--- src/rtl/isi_pkg.sv ---
package isi_pkg;
    localparam int MaxWidth  = 256;
    localparam int MaxHeight = 256;
    localparam int FracBits  = 16;
    localparam int XW = $clog2(MaxWidth);
    localparam int YW = $clog2(MaxHeight);
    localparam int AW = XW + YW;
    localparam int SW = $clog2(MaxWidth) + 1;

    localparam logic [2:0] REG_MODE = 3'd0;
    localparam logic [2:0] REG_SW   = 3'd1;
    localparam logic [2:0] REG_SH   = 3'd2;
    localparam logic [2:0] REG_DW   = 3'd3;
    localparam logic [2:0] REG_DH   = 3'd4;

    localparam logic [1:0] MODE_INDEXED = 2'd0;
    localparam logic [1:0] MODE_RGB     = 2'd1;
    localparam logic [1:0] MODE_RGBA    = 2'd2;

    typedef struct packed {
        logic              go;
        logic [2*SW-1:0]   num;
        logic [SW-1:0]     den;
    } div_req_t;

    function automatic logic [SW-1:0] clamp_size(input logic [8:0] v, input int maxv);
        logic [SW-1:0] r;
        begin
            if (v == 9'd0)
                r = SW'(1);
            else if (32'(v) > maxv)
                r = SW'(maxv);
            else
                r = SW'(v);
            return r;
        end
    endfunction
endpackage

--- src/rtl/isi_div.sv ---
// Restoring divider: quotient and Q0.FracBits fraction of num/den, one bit per cycle.
module isi_div (
    input  logic                clk,
    input  logic                rst_n,
    input  isi_pkg::div_req_t   req,
    output logic                done,
    output logic [isi_pkg::SW-1:0]      quot,
    output logic [isi_pkg::FracBits-1:0] frac
);
    import isi_pkg::*;
    localparam int QW = 2 * SW + FracBits;
    localparam int CW = $clog2(QW + 1);

    logic [QW-1:0] q_reg, q_next;
    logic [SW-1:0] r_reg, r_next;
    logic [SW-1:0] d_reg, d_next;
    logic [CW-1:0] cnt_reg, cnt_next;
    logic          busy_reg, busy_next;
    logic [SW+1:0] trial;
    logic [SW:0]   shifted;

    always_comb
    begin
        q_next = q_reg;
        r_next = r_reg;
        d_next = d_reg;
        cnt_next = cnt_reg;
        busy_next = busy_reg;
        shifted = {r_reg, q_reg[QW-1]};
        trial = {1'b0, shifted} - {2'b0, d_reg};
        done = 1'b0;
        if (req.go)
        begin
            q_next = {req.num, {FracBits{1'b0}}};
            r_next = '0;
            d_next = req.den;
            cnt_next = CW'(QW);
            busy_next = 1'b1;
        end
        else if (busy_reg)
        begin
            if (!trial[SW+1])
            begin
                r_next = trial[SW-1:0];
                q_next = {q_reg[QW-2:0], 1'b1};
            end
            else
            begin
                r_next = shifted[SW-1:0];
                q_next = {q_reg[QW-2:0], 1'b0};
            end
            cnt_next = cnt_reg - CW'(1);
            if (cnt_reg == CW'(1))
            begin
                busy_next = 1'b0;
                done = 1'b1;
            end
        end
    end

    assign quot = q_next[FracBits +: SW];
    assign frac = q_next[FracBits-1:0];

    always_ff @(posedge clk or negedge rst_n)
    begin
        if (!rst_n)
        begin
            busy_reg <= 1'b0;
            cnt_reg <= '0;
        end
        else
        begin
            busy_reg <= busy_next;
            cnt_reg <= cnt_next;
        end
    end

    always_ff @(posedge clk)
    begin
        q_reg <= q_next;
        r_reg <= r_next;
        d_reg <= d_next;
    end
endmodule

--- config.mk ---
export PLATFORM = sky130hd
export DESIGN_NAME = isi_div
export DESIGN_NICKNAME = d
export VERILOG_FILES = /design/src/rtl/isi_pkg.sv /design/src/rtl/isi_div.sv
export SDC_FILE = /design/constraint.sdc
export NUM_CORES = 1
export LEC_CHECK = 0
export ABC_AREA = 1
export BUFFER_PORTS_ARGS = -buffer_cell sky130_fd_sc_hd__buf_2
export CAP_MARGIN = 40
export CORE_MARGIN = 2
export CORE_UTILIZATION = 50
export CTS_CLUSTER_DIAMETER = 100
export DETAILED_ROUTE_END_ITERATION = 16
export GPL_TIMING_DRIVEN = 1
export PLACE_DENSITY = 0.73
export SKIP_LAST_GASP = 1
export SLEW_MARGIN = 20
export SYNTH_ARGS = -nofsm -noshare
export SYNTH_HDL_FRONTEND = slang
export SYNTH_SLANG_ARGS = --single-unit
export TNS_END_PERCENT = 100
--- constraint.sdc ---
create_clock -name clk -period 5.75 [get_ports clk]
set_clock_uncertainty 0.1 [all_clocks]
set_input_delay 0.575 -clock clk [delete_from_list [all_inputs] [get_ports clk]]
set_output_delay 0.575 -clock clk [all_outputs]
set_load 0.005 [all_outputs]
# Word level (Yosys, flattened, before mapping)
# Cells that the tools add are included.
# word_totals
output_inout_bits	26
input_bits	30
word_cells	22
register_bits	59
# classes
add_sub_neg	2
n_reduce_logical	1
eq_ne	1
muxes	12
# ops
op	n
$mux W34	2
$mux W6	2
$sub A10 B9 Y11	1
$mux W9	1
$mux W1	7
$eq A6 B1 Y1 const B	1
$sub A6 B1 Y6 const B	1
$reduce_bool A2 Y1	1

# Logic depth before layout (Yosys ltp)
# depth
ltp_word	4
ltp_mapped	13
ltp_nobuf	12

# Worst setup path after synthesis
# Ideal clock, no wire load.
# synth_path
path_kind	reg-to-output
from	register q_reg[33]
to	output port frac[0] (netlist bit)
arrival_ns	1.712
slack_ns	3.363
path_buffers	2
t_required_ns	5.075
stages_incl_launch_ff	11
path_cell_list	edfxtp_1 > inv_1 > ha_1 > inv_1 > fa_1 > nand3_4 > nand3_2 > buf_6 > nand2_1 > o21ai_0 > buf_4
# synth_between
elab_chain_len	4
# synth_rtl
item	line_no	text
from (decl)	isi_div.sv:14	logic [QW-1:0] q_reg, q_next;
from (signal assigned)	isi_div.sv:80	q_reg <= q_next;
$sub A10 B9 Y11	isi_div.sv:30	trial = {1'b0, shifted} - {2'b0, d_reg};
$mux W1	isi_div.sv:42	if (!trial[SW+1])
$mux W34	isi_div.sv:40	else if (busy_reg)
$mux W34	isi_div.sv:32	if (req.go)
to (decl)	isi_div.sv:8	output logic [isi_pkg::FracBits-1:0] frac
# No other way between the ends. The select of a mux whose other input is x is not followed.

# Worst setup path after layout
# layout_path
from	input port req[27] (netlist bit)
to	output port quot[1] (netlist bit)
# layout_between
elab_chain_len	1
# layout_rtl
item	line_no	text
from (decl)	isi_div.sv:5	input isi_pkg::div_req_t req,
$mux W34	isi_div.sv:32	
to (decl)	isi_div.sv:7	output logic [isi_pkg::SW-1:0] quot,
# No other way between the ends.

==> results_tabular.tex <==
\begin{tabular}{lr}
\hline
Metric & Value \\
\hline
\multicolumn{2}{l}{\textbf{Global route}} \\
Grt total ovfl & 0 \\
Pin count of the biggest net entering global routing & 33 \\
Wire length of the first global-routing pass & 9.52 mm \\
Number of antenna violations at the first check in global routing & 0 \\
Met1 Usage GRT & 24.4\% \\
Met2 capacity usage during global routing & 29.8\% \\
Via count of the first global-routing pass & 2222 \\
Most crowded layer after global routing & met2 \\
Met3 track demand over resource & 5.11\% \\
Global router's overall resource usage & 19.0\% \\
\multicolumn{2}{l}{\textbf{STA}} \\
Actual slew at the worst max-slew pin & 0.742 ns \\
Headroom to the max-slew limit & 50.4\% \\
Top achievable clock speed & 278 MHz \\
Final setup violation count & 0 \\
Max-slew violation count & 0 \\
Hold violation count in the final report & 0 \\
Unrepaired setup endpoints after global routing & no \\
Crit share post-route & 62.5\% \\
Final-layout setup total negative slack & 0 ns \\
Post-route worst setup slack & 2.16 ns \\
Post-layout minimum cycle time & 3.59 ns \\
\multicolumn{2}{l}{\textbf{Routing}} \\
DR pass1 iterations & 4 \\
Via-per-instance ratio & 4.97 \\
DRC violations left & 0 \\
Residual antenna-violating net count after detailed routing & 0 \\
DR iter-0 viols & 121 \\
Via Count & 2263 \\
Wire length after detailed routing & 5.64 mm \\
Avg WL per Cell & 12.4 µm \\
\multicolumn{2}{l}{\textbf{Floorplanning}} \\
Placeable Area & 0.00561 mm² \\
Std cell rows & 27 \\
DIE WIDTH & 80.9 µm \\
Initial cell density of the core & 52.7\% \\
Num ports & 56 \\
Floorplan die height & 80.9 µm \\
Die outline area & 0.00654 mm² \\
\multicolumn{2}{l}{\textbf{Clocking}} \\
Count of cells resized by post-cts repair & 0 \\
Clock-pin slew reported for the worst setup and hold paths after clock tree synthesis & 0.06 ns \\
Level count of the clock H-tree & 3 \\
Clock tree sinks & 59 \\
Master cell of the clock root buffer & sky130\_fd\_sc\_hd\_\_clkbuf\_8 \\
Clock tree from TritonCTS & done \\
Buffers from clock root to sink, at most & 2 \\
Latest clock arrival within the worst-skew pair & 0.33 ns \\
Number of buffers inserted during clock tree synthesis & 9 \\
\multicolumn{2}{l}{\textbf{Setup path}} \\
Worst reg2reg path startpoint & busy\_reg \\
Kind of launch point of the worst setup path & input pin \\
Setup slack of the most critical reg-to-reg path & 3.35 ns \\
Element type at the critical path end & primary output \\
Critical Path RT & 5.08 ns \\
Critical Path AT & 2.92 ns \\
Maximum fanout along the worst path & 32 \\
Class of the most critical setup path & input pin to primary output \\
Launching element of the worst setup path & req[27] \\
\multicolumn{2}{l}{\textbf{Placement}} \\
Routability congestion estimate from global placement & 0.826 \\
Post-Place Setup Slack & 2.21 ns \\
I/O Buffers & 55 \\
Total half-perimeter wirelength after legalization and detailed placement & 4.08 mm \\
\multicolumn{2}{l}{\textbf{Finish}} \\
Fraction of final layout cells sized beyond drive strength 1 & 21.4\% \\
Area growth syn-to-layout & 12.1\% \\
Commonest non-fill, non-tap cells in the layout & sky130\_fd\_sc\_hd\_\_nand2\_1, sky130\_fd\_sc\_hd\_\_inv\_1, sky130\_fd\_sc\_hd\_\_buf\_2 \\
FILL cells & 495 \\
Flip-flop count of the largest register, all copies and words added & 34 \\
Most common cell after layout, fill and taps aside & sky130\_fd\_sc\_hd\_\_nand2\_1 \\
Total number of nets in the final design & 420 \\
Antenna fix cells & 0 \\
\multicolumn{2}{l}{\textbf{Synth}} \\
Average cell area after synthesis & 8.59 µm² \\
Synthesized flop and latch total & 59 \\
Synthesized net count & 386 \\
Syn Std Cell Area & 0.00295 mm² \\
Largest cells by area after synthesis & sky130\_fd\_sc\_hd\_\_dfxtp\_1, sky130\_fd\_sc\_hd\_\_edfxtp\_1, sky130\_fd\_sc\_hd\_\_nand2\_1, sky130\_fd\_sc\_hd\_\_inv\_1, sky130\_fd\_sc\_hd\_\_buf\_4 \\
Cell count after synthesis & 344 \\
Number of distinct library cells after synthesis & 35 \\
Sequential area share after synthesis & 47.3\% \\
Post-synth top area cell & sky130\_fd\_sc\_hd\_\_dfxtp\_1 \\
Post-synth top area share & 23.0\% \\
Count of synthesis-stage warnings from yosys & 0 \\
\multicolumn{2}{l}{\textbf{Power and ir drop}} \\
Leakage power total & 1.65 nW \\
PwrDens & 396 mW/mm² \\
Worst VDD drop & 293 µV \\
\multicolumn{2}{l}{\textbf{Outcome}} \\
Outcome & complete, no violations \\
\multicolumn{2}{l}{\textbf{Job}} \\
Count of max-cap constraint violations & 0 \\
\multicolumn{2}{l}{\textbf{Hold path}} \\
Startpoint of the worst hold path & req[5] \\
Worst hold-check path type & input pin to register \\
\hline
\end{tabular}
-- repair_timing --
item	CTS	global route
endpoints found under the setup margin	0	0
hold buffers	1	0
endpoints found under the hold margin	7	0
buffers inserted	0	0
-- through the flow --
stage | hold WS, ns | power, W | cells | util, % | instance area [µm²]
after floorplan | 0.179 | 0.000880 | 344 | - | 2950
after global placement | 0.318 | 0.000942 | 437 | 55.0 | 3090
after detailed placement | 0.320 | 0.000955 | 438 | 55.3 | 3100
after CTS | 0.303 | 0.00132 | 455 | 59.0 | 3310
after global routing | 0.302 | 0.00140 | 455 | 59.0 | 3310
final | 0.316 | 0.00131 | 455 | 59.0 | 3310
-- cell type report --
type	instances	area (µm²)	area share (%)
Clock inverter	3	18.8	0.567
Multi-Input combinational cell	186	1080	32.5
Tap cell	72	90.1	2.72
Sequential cell	59	1400	42.2
Inverter	64	240	7.26
Timing Repair Buffer	58	308	9.30
Clock buffer	13	180	5.44
-- logic make-up (layout without fill, tap and decap cells) --
group / count (synthesis) / after routing / synth area share, %
simple gates: 124 / 124 / 19.0
xor+xnor: 3 / 3 / 0.890
compound gates: 47 / 47 / 11.2
flops: 59 / 59 / 47.3
buf+inv: 99 / 138 / 16.3
fa+ha+maj: 12 / 12 / 5.34
-- routing by layer --
layer	wire length (µm)	share of wire, %
met1	2710	48
met2	2500	44
met3	335	5.9
met4	93	1.6
met5	0	0
-- cells in the mapped netlist (all sizes together) --
cell type,number
ha,11
nand3b,2
nand4,8
nor3,2
dfrtp,7
nor4,1
buf,28
inv,63
xor2,2
fa,1
nand3,17
a21oi,6
a22oi,1
dfxtp,34
o221ai,9
or2,2
nand2,79
a22o,8
o22ai,15
edfxtp,18
clkinv,1
o21ai,8
nor2,13
clkbuf,7
xnor2,1
-- final timing paths --
kind,end,cells after the start
min in group asynchronous,busy_reg,2
max reg2reg,q_reg[17],4
min reg2reg,r_reg[8],2
max in group asynchronous,cnt_reg[0],2
max,quot[1],6
min,d_reg[5],1
-- power breakdown --
group / internal, W / switching, W / leakage, nW
combinational: 0.000168 / 0.000259 / 0.998
sequential: 0.000487 / 0.0000358 / 0.548
clock: 0.000206 / 0.000156 / 0.101
total: 0.000861 / 0.000451 / 1.65
-- critical path, cell delays in order --
cell	delay [ns]
sky130_fd_sc_hd__buf_2	0.30
sky130_fd_sc_hd__nor2_1	0.66
sky130_fd_sc_hd__clkinv_1	0.62
sky130_fd_sc_hd__buf_8	0.34
sky130_fd_sc_hd__o221ai_1	0.24
sky130_fd_sc_hd__buf_2	0.18
No activity file was read; power rests on OpenSTA's default activity.
